==> src/rtl/slps_pkg.sv <==
// Shared types, pattern codes and timing constants for the status LED pattern sequencer.
package slps_pkg;

  localparam int unsigned PatW   = 4;
  localparam int unsigned TimerW = 11;
  localparam int unsigned FlashW = 3;

  localparam logic [PatW-1:0] PAT_OFF          = 4'd0;
  localparam logic [PatW-1:0] PAT_READY        = 4'd1;
  localparam logic [PatW-1:0] PAT_DETECTING    = 4'd2;
  localparam logic [PatW-1:0] PAT_CAPTURING    = 4'd3;
  localparam logic [PatW-1:0] PAT_SAVING       = 4'd4;
  localparam logic [PatW-1:0] PAT_TRANSFERRING = 4'd5;
  localparam logic [PatW-1:0] PAT_BLE          = 4'd6;
  localparam logic [PatW-1:0] PAT_SD_ERROR     = 4'd7;
  localparam logic [PatW-1:0] PAT_CAM_ERROR    = 4'd8;

  localparam logic KIND_TICK   = 1'b0;
  localparam logic KIND_SELECT = 1'b1;

  // Timer reloads in milliseconds.
  localparam logic [TimerW-1:0] MS_FIRST      = 11'd10;
  localparam logic [TimerW-1:0] MS_CAPTURE    = 11'd60;
  localparam logic [TimerW-1:0] MS_SAVE       = 11'd100;
  localparam logic [TimerW-1:0] MS_XFER       = 11'd150;
  localparam logic [TimerW-1:0] MS_XFER_PAUSE = 11'd1700;
  localparam logic [TimerW-1:0] MS_SD         = 11'd120;
  localparam logic [TimerW-1:0] MS_SD_PAUSE   = 11'd2000;
  localparam logic [TimerW-1:0] MS_CAM        = 11'd300;

  localparam logic [FlashW-1:0] CAPTURE_FLASHES = 3'd4;
  localparam logic [FlashW-1:0] XFER_FLASHES    = 3'd4;
  localparam logic [FlashW-1:0] SD_FLASHES      = 3'd6;

  typedef struct packed {
    logic [PatW-1:0]   current_pattern;
    logic [FlashW-1:0] flash_count;
    logic              led_lit;
    logic [TimerW-1:0] timer_remaining;
    logic              timer_running;
  } slps_state_t;

endpackage

==> src/rtl/slps_if.sv <==
// Valid/ready channel interfaces for the sequencer's input and result words.
interface slps_in_if;
  logic                      valid;
  logic                      ready;
  logic                      kind;
  logic [slps_pkg::PatW-1:0] pattern;

  modport source (output valid, output kind, output pattern, input ready);
  modport sink   (input valid, input kind, input pattern, output ready);
endinterface

interface slps_out_if;
  logic                      valid;
  logic                      ready;
  logic                      led_level;
  logic [slps_pkg::PatW-1:0] active_pattern;

  modport source (output valid, output led_level, output active_pattern, input ready);
  modport sink   (input valid, input led_level, input active_pattern, output ready);
endinterface

==> src/rtl/slps_step.sv <==
// Next-state logic for one tick or pattern-change word.
module slps_step (
  input  slps_pkg::slps_state_t             state_i,
  input  logic                              kind_i,
  input  logic [slps_pkg::PatW-1:0]         pattern_i,
  output slps_pkg::slps_state_t             state_o
);

  slps_pkg::slps_state_t s;
  logic [slps_pkg::FlashW-1:0] limit;
  logic [slps_pkg::TimerW-1:0] period;
  logic [slps_pkg::TimerW-1:0] pause;
  logic counted;

  // Flash limit and periods for the transferring and SD error flash bursts.
  always_comb begin
    limit   = slps_pkg::XFER_FLASHES;
    period  = slps_pkg::MS_XFER;
    pause   = slps_pkg::MS_XFER_PAUSE;
    counted = 1'b0;
    if (state_i.current_pattern == slps_pkg::PAT_TRANSFERRING) begin
      counted = 1'b1;
    end else if (state_i.current_pattern == slps_pkg::PAT_SD_ERROR) begin
      limit   = slps_pkg::SD_FLASHES;
      period  = slps_pkg::MS_SD;
      pause   = slps_pkg::MS_SD_PAUSE;
      counted = 1'b1;
    end
  end

  always_comb begin
    s = state_i;
    if (kind_i == slps_pkg::KIND_SELECT) begin
      if (pattern_i != state_i.current_pattern) begin
        s.timer_running   = 1'b0;
        s.timer_remaining = '0;
        s.current_pattern = pattern_i;
        s.flash_count     = '0;
        if (pattern_i == slps_pkg::PAT_READY || pattern_i == slps_pkg::PAT_DETECTING) begin
          s.led_lit = 1'b1;
        end else if (pattern_i == slps_pkg::PAT_OFF) begin
          s.led_lit = 1'b0;
        end else begin
          s.timer_remaining = slps_pkg::MS_FIRST;
          s.timer_running   = 1'b1;
        end
      end
    end else if (state_i.timer_running) begin
      if (state_i.timer_remaining <= slps_pkg::TimerW'(1)) begin
        // Expiry: the timer stops first, then the pattern may re-arm it.
        s.timer_running   = 1'b0;
        s.timer_remaining = '0;
        unique case (state_i.current_pattern)
          slps_pkg::PAT_OFF: begin
            s.led_lit = 1'b0;
          end
          slps_pkg::PAT_READY, slps_pkg::PAT_DETECTING, slps_pkg::PAT_BLE: begin
            s.led_lit = 1'b1;
          end
          slps_pkg::PAT_CAPTURING: begin
            if (state_i.flash_count < slps_pkg::CAPTURE_FLASHES) begin
              s.led_lit         = ~state_i.led_lit;
              s.flash_count     = state_i.flash_count + slps_pkg::FlashW'(1);
              s.timer_remaining = slps_pkg::MS_CAPTURE;
              s.timer_running   = 1'b1;
            end else begin
              s.led_lit         = 1'b1;
              s.flash_count     = '0;
              s.current_pattern = slps_pkg::PAT_READY;
            end
          end
          slps_pkg::PAT_SAVING: begin
            s.led_lit         = ~state_i.led_lit;
            s.timer_remaining = slps_pkg::MS_SAVE;
            s.timer_running   = 1'b1;
          end
          slps_pkg::PAT_TRANSFERRING, slps_pkg::PAT_SD_ERROR: begin
            s.timer_running = counted;
            if (state_i.flash_count < limit) begin
              s.led_lit         = ~state_i.led_lit;
              s.flash_count     = state_i.flash_count + slps_pkg::FlashW'(1);
              s.timer_remaining = period;
            end else begin
              s.led_lit         = 1'b1;
              s.flash_count     = '0;
              s.timer_remaining = pause;
            end
          end
          slps_pkg::PAT_CAM_ERROR: begin
            s.led_lit         = ~state_i.led_lit;
            s.timer_remaining = slps_pkg::MS_CAM;
            s.timer_running   = 1'b1;
          end
          default: begin
            s.led_lit = 1'b1;
          end
        endcase
      end else begin
        s.timer_remaining = state_i.timer_remaining - slps_pkg::TimerW'(1);
      end
    end
    state_o = s;
  end

endmodule

==> src/rtl/status_led_pattern_sequencer_core.sv <==
// Top level of the status LED pattern sequencer: input register, state update and result register.
//
// Each input word is a one-millisecond tick or a pattern selection, and each one yields
// exactly one result word with the LED level and the pattern in force after it. The block
// takes one word per clock cycle for as long as the result side keeps up; a word is
// registered on entry, and when it leaves the input register it updates the pattern
// state and loads the result register at the same edge. The pattern state is a single
// register updated by one short block of logic per word, and the result register lets
// a new word enter while the last result still waits.
// After reset the pattern is off, the LED is on and the timer is stopped.
module status_led_pattern_sequencer_core (
  input logic        clk,
  input logic        rst_n,
  slps_in_if.sink    in_ch,
  slps_out_if.source out_ch
);

  logic                      in_vld_r;
  logic                      in_kind_r;
  logic [slps_pkg::PatW-1:0] in_pattern_r;

  logic                      out_vld_r;
  logic                      led_level_r;
  logic [slps_pkg::PatW-1:0] active_pattern_r;

  slps_pkg::slps_state_t state_r;
  slps_pkg::slps_state_t state_nxt;

  logic fire;
  logic in_rdy;

  // A registered word moves on when the result register is empty or being emptied.
  assign fire   = in_vld_r && (!out_vld_r || out_ch.ready);
  assign in_rdy = !in_vld_r || fire;

  assign in_ch.ready           = in_rdy;
  assign out_ch.valid          = out_vld_r;
  assign out_ch.led_level      = led_level_r;
  assign out_ch.active_pattern = active_pattern_r;

  slps_step u_step (
    .state_i   (state_r),
    .kind_i    (in_kind_r),
    .pattern_i (in_pattern_r),
    .state_o   (state_nxt)
  );

  always_ff @(posedge clk) begin
    if (!rst_n) begin
      in_vld_r <= 1'b0;
    end else if (in_rdy) begin
      in_vld_r <= in_ch.valid;
    end
  end

  always_ff @(posedge clk) begin
    if (in_rdy && in_ch.valid) begin
      in_kind_r    <= in_ch.kind;
      in_pattern_r <= in_ch.pattern;
    end
  end

  always_ff @(posedge clk) begin
    if (!rst_n) begin
      state_r.current_pattern <= slps_pkg::PAT_OFF;
      state_r.flash_count     <= '0;
      state_r.led_lit         <= 1'b1;
      state_r.timer_remaining <= '0;
      state_r.timer_running   <= 1'b0;
    end else if (fire) begin
      state_r <= state_nxt;
    end
  end

  always_ff @(posedge clk) begin
    if (!rst_n) begin
      out_vld_r <= 1'b0;
    end else if (fire) begin
      out_vld_r <= 1'b1;
    end else if (out_ch.ready) begin
      out_vld_r <= 1'b0;
    end
  end

  always_ff @(posedge clk) begin
    if (fire) begin
      led_level_r      <= state_nxt.led_lit;
      active_pattern_r <= state_nxt.current_pattern;
    end
  end

  // A stopped timer always holds zero.
  a_timer_idle_zero: assert property (@(posedge clk) disable iff (!rst_n)
    !state_r.timer_running |-> state_r.timer_remaining == '0)
    else $error("timer stopped with a nonzero count");

  // The flash count never exceeds the longest flash burst.
  a_flash_bound: assert property (@(posedge clk) disable iff (!rst_n)
    state_r.flash_count <= slps_pkg::SD_FLASHES)
    else $error("flash count out of range");

  // Reselecting the current pattern leaves the whole state untouched.
  a_same_pattern: assert property (@(posedge clk) disable iff (!rst_n)
    fire && in_kind_r == slps_pkg::KIND_SELECT
      && in_pattern_r == state_r.current_pattern |=> $stable(state_r))
    else $error("reselecting the current pattern changed the state");

  // A result is produced for every word that leaves the input register.
  a_result_loaded: assert property (@(posedge clk) disable iff (!rst_n)
    fire |=> out_vld_r && led_level_r == state_r.led_lit
      && active_pattern_r == state_r.current_pattern)
    else $error("result register does not match the updated state");

endmodule
==> src/flat_wrapper.sv <==
// flat-port wrapper written by rule: the top's interface ports become plain ports
module status_led_pattern_sequencer_core_flat 
  (clk, rst_n, in_ch_valid, in_ch_kind, in_ch_pattern, in_ch_ready, out_ch_valid, out_ch_led_level, out_ch_active_pattern, out_ch_ready);
  slps_in_if in_ch_i ();
  slps_out_if out_ch_i ();
  input logic clk;
  input logic rst_n;
  input wire logic [$bits(in_ch_i.valid)-1:0] in_ch_valid;
  input wire logic [$bits(in_ch_i.kind)-1:0] in_ch_kind;
  input wire logic [$bits(in_ch_i.pattern)-1:0] in_ch_pattern;
  output wire logic [$bits(in_ch_i.ready)-1:0] in_ch_ready;
  output wire logic [$bits(out_ch_i.valid)-1:0] out_ch_valid;
  output wire logic [$bits(out_ch_i.led_level)-1:0] out_ch_led_level;
  output wire logic [$bits(out_ch_i.active_pattern)-1:0] out_ch_active_pattern;
  input wire logic [$bits(out_ch_i.ready)-1:0] out_ch_ready;
  assign in_ch_i.valid = in_ch_valid;
  assign in_ch_i.kind = in_ch_kind;
  assign in_ch_i.pattern = in_ch_pattern;
  assign in_ch_ready = in_ch_i.ready;
  assign out_ch_valid = out_ch_i.valid;
  assign out_ch_led_level = out_ch_i.led_level;
  assign out_ch_active_pattern = out_ch_i.active_pattern;
  assign out_ch_i.ready = out_ch_ready;
  status_led_pattern_sequencer_core u_core (.clk(clk), .rst_n(rst_n), .in_ch(in_ch_i), .out_ch(out_ch_i));
endmodule
==> config.mk <==
export PLATFORM = sky130hd
export DESIGN_NAME = status_led_pattern_sequencer_core_flat
export DESIGN_NICKNAME = d
export VERILOG_FILES = /design/src/rtl/slps_pkg.sv /design/src/rtl/slps_if.sv /design/src/rtl/slps_step.sv /design/src/rtl/status_led_pattern_sequencer_core.sv /design/src/flat_wrapper.sv
export SDC_FILE = /design/constraint.sdc
export NUM_CORES = 1
export LEC_CHECK = 0
export ABC_AREA = 1
export BUFFER_PORTS_ARGS = -buffer_cell sky130_fd_sc_hd__clkbuf_2
export CAP_MARGIN = 30
export CELL_PAD_IN_SITES_DETAIL_PLACEMENT = 1
export CELL_PAD_IN_SITES_GLOBAL_PLACEMENT = 2
export CORE_UTILIZATION = 31
export CTS_BUF_LIST = sky130_fd_sc_hd__clkbuf_8
export DETAILED_ROUTE_END_ITERATION = 10
export PLACE_DENSITY = 0.78
export SYNTH_ARGS = -nofsm -noshare
export SYNTH_HDL_FRONTEND = slang
export SYNTH_SLANG_ARGS = --single-unit
==> constraint.sdc <==
create_clock -name clk -period 1.5 [get_ports clk]
set_clock_uncertainty 0.1 [all_clocks]
set_input_delay 0.375 -clock clk [delete_from_list [all_inputs] [get_ports clk]]
set_output_delay 0.375 -clock clk [all_outputs]
set_load 0.005 [all_outputs]
-- After elaboration in Yosys (flattened, before gate mapping)
Cells that the tools add are included.
- $add $sub $neg: 2
- bitwise operators: 1
- multiplexer cells: 28
- reduce and logical (&&, ||, !) cells: 18
- equality and inequality tests: 9
- order comparisons: 3
- operators with widths (cell ; count):
    $mux W20 ; 3
    $pmux W12 S4 ; 1
    $mux W8 ; 3
    $mux W9 ; 2
    $mux W15 ; 1
    $eq A4 B3 Y1 const B ; 3
    $mux W4 ; 3
    $le A11 B1 Y1 const B ; 1
    $mux W11 ; 1
    $sub A11 B1 Y11 const B ; 1
    $mux W5 ; 2
    $eq A4 B2 Y1 const B ; 2
    $logic_not A4 Y1 ; 2
    $mux W1 ; 7
    $mux W7 ; 1
    $pmux W3 S2 ; 1
    $reduce_bool A2 Y1 ; 3
    $reduce_and A5 Y1 ; 1
    $eq A4 B1 Y1 const B ; 1
    $eq A4 B4 Y1 const B ; 1
    $ne A4 B4 Y1 ; 1
    $pmux W1 S4 ; 1
    $reduce_or A2 Y1 ; 2
    $add A3 B1 Y3 const B ; 1
    12 further kinds ; 16
- word-level logic and storage cells: 72
- input bits: 9
- output and inout port bits: 7
- bits in registers: 32

-- Depth between registers and ports, before layout
Gate-level depths: netlist of the first run.
- word-level depth: 9
- mapped depth: 12
- depth with buffers taken out: 12

-- Hierarchy
From an unflattened synthesis of the first run, not the netlist that was laid out.
- cell total of the unflattened synthesis: 409
- area, all modules: 2504.9 µm²
- modules (own cells, without submodules) (module ; area an instance (µm²) ; cells an instance ; seq. area each (µm²) ; times used):
    status_led_pattern_sequencer_core ; 1275.0 ; 152 ; 740.7 ; 1
    slps_step ; 1229.9 ; 257 ; 0.0 ; 1

-- Worst setup path before layout of the first run
No wires, ideal clock.
- path kind: input to register
- start: input out_ch_ready
- end: register u_core.state_r[4] (netlist bit)
- stages: 9
- buffers on the path: 1
- required time: 1344 ps
- arrival: 1366 ps
- slack: -22 ps
- setup time: 56 ps
- cell sequence: inv_1 nand2_1 nand2_2 inv_1 nand3_2 buf_4 a21oi_1 nand2_1 inv_1
- longest elaborated chain between the ends: 3
- ends and longest elaborated chain (what ; line ; source):
    start, declared ; flat_wrapper.sv:15 ; input wire logic [$bits(out_ch_i.ready)-1:0] out_ch_ready;
    $logic_or A1 B1 Y1 ; status_led_pattern_sequencer_core.sv:33 ; assign fire = in_vld_r && (!out_vld_r || out_ch.ready);
    $logic_and A1 B1 Y1 ; status_led_pattern_sequencer_core.sv:33 ;
    via u_core.fire ; status_led_pattern_sequencer_core.sv:29 ; logic fire;
    $reduce_and A3 Y1 (no line) ; - ;
    end signal, assigned ; status_led_pattern_sequencer_core.sv:71 ; state_r <= state_nxt;
    end, declared ; status_led_pattern_sequencer_core.sv:26 ; slps_pkg::slps_state_t state_r;
The timed path passes the listed nets, and every way through them passes these cells.
A chain may end at the register's enable or synchronous reset.

-- Worst setup path in the final report of the first run
- start: register u_core.state_r[2] (netlist bit)
- end: register u_core.state_r[1] (netlist bit)
- longest elaborated chain between the ends: 4
- ends and longest elaborated chain (what ; line ; source):
    $le A11 B1 Y1 ; slps_step.sv:49 ; if (state_i.timer_remaining <= slps_pkg::TimerW'(1)) begin
    $mux W11 ; slps_step.sv:49 ;
    $mux W20 ; slps_step.sv:48 ; end else if (state_i.timer_running) begin
    $mux W20 ; slps_step.sv:33 ; if (kind_i == slps_pkg::KIND_SELECT) begin
Every way passes these cells. The select of a mux whose other input is x is not followed.

==> results.md, run 1 <==
- Status: finished, violations left
- Failing checks: setup timing
- Clock Tree Buf Depth: 2
- Lkg Pwr: 1.47 nW
- Largest net degree at the start of global routing: 13
- Post-route insts no fill: 456
- Placed insts: 433
- Rel. slew slack: 81.2%
- Worst setup EP type: register
- Starting Density: 32.5%
- Port bufs: 15
- GPL Wtd Cong: 0.797
- Sequential share of the synthesized area: 38.0%
- Vias in the first global route: 2,279
- Inserted Diodes: 0
- Syn Nets: 298
- RSZ-0062 raised after global routing: true
- Fin worst setup slack: -0.139 ns
- WP data required: 1.61 ns
- DRT Pass-1 Iters: 4
- Synth warn: 0
- Area grow syn2layout: 66.4%
- Num rows: 28
- Global-route wire length before repair: 10,700 um
- Crit path launch type: register
- Dpl cell area: 2560 sq um
- GRT overflow: 0
- Number of max-cap violations: 0
- DRT iter0 DRCs: 50
- Worst setup path category: register to register
- Design area: 3240 sq um
- Worst skew pair latency: 0.29 ns
- Final hold violation count: 0
- Number of H-tree levels: 2
- Setup violators final: 18
- Total GRT Usage: 21.8%
- Routed vias/inst: 4.98
- Mapped Cells: 285
- Synth area leaders: dfxtp_1 23%, edfxtp_1 15%, nand2_1 14%, nor2_1 7.5%, nand3_1 7.5%
- Top_reg_cell synth: dfxtp_1
- Most frequent cells after synthesis: 73 x nand2_1, 39 x nor2_1, 31 x inv_1
- Hold buffers post-CTS: 0
- Slew @ Worst Pin: 0.280 ns
- TritonCTS clock tree: built
- Initial antenna violation count: 0
- Post-synth EDFFs: 10
- Worst slack, placed: -0.174 ns
- Routed WL: 7290 um
- Syn_area_per_cell: 6.84 sq um
- Nets: 393
- Post-synth top area share: 22.6%
- Number of buffers created by CTS: 5
- Minimum clock period: 1.64 ns
- Post-synth top area cell: dfxtp_1
- WL/cell: 16.0 um
- Core area: 5990 sq um
- HPWL Detailed: 4990 um
- Clk slew on worst S/H paths: 0.07 ns
- Asr flop ratio synth: 0%
- Final core occ: 54.1%
- CTS Sinks: 32
- Post-Syn Area: 1950 sq um
- Crit-path max FO: 6
- DIE WIDTH: 81.3 um
- Fin. max-slew vios: 0
- Clock Tree Root: clkbuf_8
- Hold WC Path Type: input port to register
- Die Height: 81.3 um
- Layout cells sized above 1: 53.3%
- I/O Pins: 16
- Antenna Violating Nets Remaining: 0
- Power Density: 785 nW/um^2
- VDD IR max: 0.000499 V
- Period utilization: 109%
- WP data arrival: 1.75 ns
- DIE AREA: 6610 sq um
- Via count: 2,271
- Distinct cells, synth: 29
- Count leader, synth: nand2_1
- Drc violations: 0
- Max frequency: 0.610 GHz
- Post-synthesis register bit count: 32
cell families after synthesis:
family,count (synthesis),share of synthesized area (%)
buf+inv,38,8.09
simple gates,160,36.1
compound gates,44,12.1
flops,32,38.0
fa+ha+maj,4,2.57
xor+xnor,7,3.15
where the power goes:
group	internal (mW)	switching (mW)	total, mW	leakage (nW)
Sequential	0.940	0.0460	0.986	0.283
Combinational	0.381	0.482	0.862	1.13
Clock	0.361	0.336	0.697	0.0500
path summary, 6_finish.rpt:
path	from	to	slack [ns]	cells past startpoint
max	u_core.state_r[2]$_SDFFE_PN0P_	u_core.state_r[1]$_SDFFE_PN0P_	-0.14	9
min	in_ch_kind	u_core.in_kind_r$_DFFE_PP_	0.16	1
min reg2reg	u_core.state_r[11]$_SDFFE_PN0P_	u_core.state_r[11]$_SDFFE_PN0P_	0.37	2
max reg2reg	u_core.state_r[2]$_SDFFE_PN0P_	u_core.state_r[1]$_SDFFE_PN0P_	-0.14	9
routing by layer:
metal	global-route usage [%]	routed length [um]	vias to the layer above
met5	0	0	-
met4	7.68	184	0
met3	3.82	178	16
met2	41.5	4060	39
met1	23.8	2870	1101
li1	-	-	1115
worst max-delay path, stage by stage (launching register included):
cell and delay [ns]:
dfxtp_2 0.34, inv_2 0.05, ha_2 0.18, nand2_2 0.09
nand2_4 0.09, nand2_8 0.14, inv_6 0.06, nor3_1 0.23
o21ai_1 0.16, a21oi_1 0.14
registers in the layout (all words and copies together) (netlist names):
signal	cells
u_core.out_ch.led_level	1
u_core.in_pattern_r	4
u_core.in_kind_r	1
u_core.in_vld_r	1
u_core.state_r	20
u_core.out_ch.active_pattern	4
u_core.out_ch.valid	1
layout by cell type (no fill, tap or decap), types with 5 or more instances in the layout:
cell / n
nor2_4: 13
nand2_4: 6
nand3_4: 5
nand3_2: 14
clkbuf_8: 6
edfxtp_1: 10
nand3_1: 14
buf_6: 10
a21oi_1: 14
nor2_2: 8
buf_4: 66
inv_1: 22
o21ai_1: 8
clkbuf_2: 15
dfxtp_2: 10
nand2_1: 54
inv_2: 8
nor2_1: 22
a21oi_2: 7
dfxtp_1: 8
nand2_2: 16
o21ai_0: 8
through the flow:
stage	hold WS, ns	power (mW)	setup TNS, ns
after floorplan	0.344	1.32	0
after CTS	0.152	2.41	-0.715
after global placement	0.355	1.57	-1.83
after detailed placement	0.361	1.58	-2.67
final	0.155	2.54	-1.26
after global routing	0.149	2.67	-2.88
repair_timing:
| item | CTS | global route |
|---|---|---|
| gates resized for setup | 67 | 75 |
| endpoints found under the hold margin | 0 | 0 |
| pin swaps | 13 | 33 |
| buffers inserted | 4 | 9 |
| gates cloned | 1 | 1 |
| setup endpoints to repair | 19 | 20 |
layout make-up:
cell class / count / area (sq um)
Multi-Input combinational cell: 215 / 1430
Clock inverter: 2 / 7.51
Fill cell: 729 / 2750
Tap cell: 75 / 93.8
Timing Repair inverter: 1 / 8.76
Inverter: 33 / 145
Clock buffer: 6 / 82.6
Timing Repair Buffer: 92 / 703
Sequential cell: 32 / 768
(Power assumes the default switching activity.)
==> run 2: changes to the inputs <==
ABC_AREA = unset   (was 1)
CORE_UTILIZATION = 28   (was 31)
PLACE_DENSITY = 0.67   (was 0.78)
==> run 2 against run 1 <==
  * The flow still finishes with violations (setup timing)
  * Count of clock-buffer cells in the layout fell by 1
  * Power is 12% lower
  * Final area down 0.77%
  * Utilization down 7.5 points
  * Register-to-register slack worse by 0.25 ns
==> results.md, run 2 <==
- Worst slack, placed: -0.412 ns (was -0.174 ns)
- Max incr delay on CP: 0.56 ns (was 0.34 ns)
- Drc violations: 0 (unchanged)
- Hold buffers post-CTS: 0 (unchanged)
- Slew @ Worst Pin: 0.373 ns (was 0.280 ns)
- Pwr Total: 2.23 mW (was 2.54 mW)
- GPL Wtd Cong: 0.832 (was 0.797)
- Number of buffers created by CTS: 5 (unchanged)
- Number of H-tree levels: 2 (unchanged)
- Inserted Diodes: 0 (unchanged)
- Worst setup path category: register to register (unchanged)
- Max frequency: 0.529 GHz (was 0.610 GHz)
- Status: finished, violations left (unchanged)
- Starting Density: 29.4% (was 32.5%)
- Post-Syn Area: 2030 sq um (was 1950 sq um)
- Met1 wire length: 3190 um (was 2870 um)
- WL/cell: 16.7 um (was 16.0 um)
- Worst-path cell chain: xor2_2, or4_4, a32o_2, nor3_4, a21o_1 (was inv_2, ha_2, nand2_2, nand2_4, nand2_8, inv_6, nor3_1, o21ai_1, a21oi_1)
- Num rows: 30 (was 28)
- DIE WIDTH: 87.2 um (was 81.3 um)
- Switching share of total power: 30.8% (was 33.9%)
- HPWL Detailed: 5180 um (was 4990 um)
- Post-synth top area cell: dfxtp_1 (unchanged)
- Initial antenna violation count: 0 (unchanged)
- Routed vias/inst: 5.14 (was 4.98)
- Largest Register: u_core.state_r (unchanged)
- Post-route insts no fill: 423 (was 456)
- Crit-path max FO: 3 (was 6)
- TritonCTS clock tree: built (unchanged)
- Core area: 6910 sq um (was 5990 sq um)
- Worst skew pair latency: 0.29 ns (about the same)
- Syn Nets: 250 (was 298)
- Crit-path slowest cell: or4_4 (was dfxtp_2)
- Count leader, synth: nand2_1 (unchanged)
- Clock Tree Root: clkbuf_8 (unchanged)
- WP data arrival: 2.03 ns (was 1.75 ns)
- Synth warn: 0 (unchanged)
- Minimum clock period: 1.89 ns (was 1.64 ns)
- Fillers: 834 (was 729)
- Highest routed layer: met4 (unchanged)
- Hold Slack: 0.155 ns (about the same)
- Worst setup EP type: register (unchanged)
- Routed WL: 7060 um (was 7290 um)
- Clk slew on worst S/H paths: 0.08 ns (was 0.07 ns)
- Met2 wire len: 3570 um (was 4060 um)
- Global-route wire length before repair: 11,300 um (was 10,700 um)
- Failing checks: setup timing (unchanged)
- Area occupied by multi-input gates: 1470 sq um (was 1430 sq um)
- Fin. max-slew vios: 0 (unchanged)
- Crit path launch type: register (unchanged)
- Post-synthesis register bit count: 32 (unchanged)
- Sw power: 687 uW (was 863 uW)
- Rel. slew slack: 75.1% (was 81.2%)
- Largest net degree at the start of global routing: 19 (was 13)
- Layout cells sized above 1: 51.4% (was 53.3%)
- Total GRT Usage: 19.6% (was 21.8%)
- Cell family with the largest share of critical-path delay: simple AND/OR/NAND/NOR gates (unchanged)
- Die Height: 87.2 um (was 81.3 um)
- Most frequent cells after synthesis: 25 x nand2_1, 22 x dfxtp_1, 16 x o21ai_0 (was 73 x nand2_1, 39 x nor2_1, 31 x inv_1)
- Hold WC Path Type: input port to register (unchanged)
- Design area: 3220 sq um (was 3240 sq um)
- Port bufs: 15 (unchanged)
- Top_reg_cell synth: dfxtp_1 (unchanged)
- Period utilization: 126% (was 109%)
- Number of max-cap violations: 0 (unchanged)
- Final core occ: 46.6% (was 54.1%)
- Mapped Cells: 237 (was 285)
- Internal power component: 1.54 mW (was 1.68 mW)
- Sequential share of the synthesized area: 36.4% (was 38.0%)
- DRT Pass-1 Iters: 4 (unchanged)
- VDD IR max: 0.000363 V (was 0.000499 V)
- Commonest non-fill, non-tap cells in the layout: 76 x buf_4, 24 x nand2_1, 15 x clkbuf_2 (was 66 x buf_4, 54 x nand2_1, 22 x inv_1, 22 x nor2_1, 16 x nand2_2)
- Placed insts: 406 (was 433)
- Post-synth EDFFs: 10 (unchanged)
- Synth area leaders: dfxtp_1 22%, edfxtp_1 15%, nand2_1 4.6%, o21ai_0 3.9%, xor2_1 3.0% (was dfxtp_1 23%, edfxtp_1 15%, nand2_1 14%, nor2_1 7.5%, nand3_1 7.5%)
- Max reg flops: 20 (unchanged)
- DIE AREA: 7610 sq um (was 6610 sq um)
- RSZ-0062 raised after global routing: true (unchanged)
- Via count: 2,175 (was 2,271)
- Clock Tree Buf Depth: 2 (unchanged)
- Gate power share: 26.4% (was 33.9%)
- Area taken by flip-flops and latches: 758 sq um (was 768 sq um)
- Power Density: 693 nW/um^2 (was 785 nW/um^2)
- Fin worst setup slack: -0.391 ns (was -0.139 ns)
- Distinct cells, synth: 57 (was 29)
- Final hold violation count: 0 (unchanged)
- Dpl cell area: 2760 sq um (was 2560 sq um)
- Asr flop ratio synth: 0% (unchanged)
- Worst path buffer plus inverter count: 0 (was 2)
- Syn_area_per_cell: 8.58 sq um (was 6.84 sq um)
- CTS Sinks: 32 (unchanged)
- Nets: 339 (was 393)
- Metal3 WL: 199 um (was 178 um)
- GRT overflow: 0 (unchanged)
- Post-synth top area share: 21.7% (was 22.6%)
- Sequential Power Share: 43.1% (was 38.7%)
- Lkg Pwr: 1.34 nW (was 1.47 nW)
- Setup TNS: -4.92 ns (was -1.26 ns)
- Setup violators final: 19 (was 18)
- Leading cell type in the layout, fill and taps excluded: buf_4 (unchanged)
- Antenna Violating Nets Remaining: 0 (unchanged)
- Clk pwr share: 30.5% (was 27.4%)
- I/O Pins: 16 (unchanged)
- Area grow syn2layout: 58.2% (was 66.4%)
- Vias in the first global route: 2,305 (was 2,279)
- WP data required: 1.64 ns (was 1.61 ns)
- DRT iter0 DRCs: 65 (was 50)
==> run 2: cell families (layout without fill, tap and decap cells) <==
kind of cell | Yosys count | in the layout | share of synthesized area (%)
and+or+nand+nor | 91 | 91 | 25.2
buffers and inverters | 27 | 117 | 6.03
xor gates and xnor gates | 7 | 7 | 3.02
AOI/OAI and AO/OA | 69 | 69 | 23.3
muxes | 7 | 7 | 3.57
DFF | 32 | 32 | 36.4
adders and majority gates | 4 | 4 | 2.46
==> run 2: final cells by class <==
type	count	area share, %
well taps	96	3.73
multi-input cells	178	45.7
inverters	10	1.28
repair buffers	99	23.0
clock buffers	5	2.14
clock inverters	3	0.583
flip-flops and latches	32	23.6
==> run 2: repair_timing <==
item / 4_1_cts / 5_1_grt
gates resized for setup: 34 / 37
setup endpoints to repair: 20 / 20
pin swaps: 8 / 21
setup buffers: 6 / 4
==> run 2: layer usage <==
metal / up-vias / GRT usage [%]
li1: 1065 / -
met1: 1067 / 24.5
met2: 34 / 35.0
met3: 9 / 3.32
met4: 0 / 4.77
met5: - / 0
==> run 2: path summary, 6_finish.rpt <==
path	startpoint	end	slack [ns]	cells after the start
setup / recovery	u_core.in_pattern_r[1]$_DFFE_PP_	u_core.state_r[12]$_SDFFE_PN1P_	-0.39	5
hold / removal	in_ch_pattern[2]	u_core.in_pattern_r[2]$_DFFE_PP_	0.15	1
hold reg to reg	u_core.state_r[13]$_SDFFE_PN0P_	u_core.state_r[13]$_SDFFE_PN0P_	0.39	2
setup reg to reg	u_core.in_pattern_r[1]$_DFFE_PP_	u_core.state_r[12]$_SDFFE_PN1P_	-0.39	5
==> run 2: worst register-to-register path: stages, from the launching register on <==
cell and delay [ns]:
edfxtp_1 0.44, xor2_2 0.19, or4_4 0.56, a32o_2 0.30
nor3_4 0.12, a21o_1 0.12
==> run 2: power by group through the flow <==
stage	sequential (mW)	combinational, mW	clock [mW]
floorplan	0.971	0.271	0
global placement	0.973	0.477	0
detailed placement	0.975	0.482	0
CTS	0.955	0.538	0.708
global route	0.964	0.641	0.737
finish	0.960	0.589	0.680
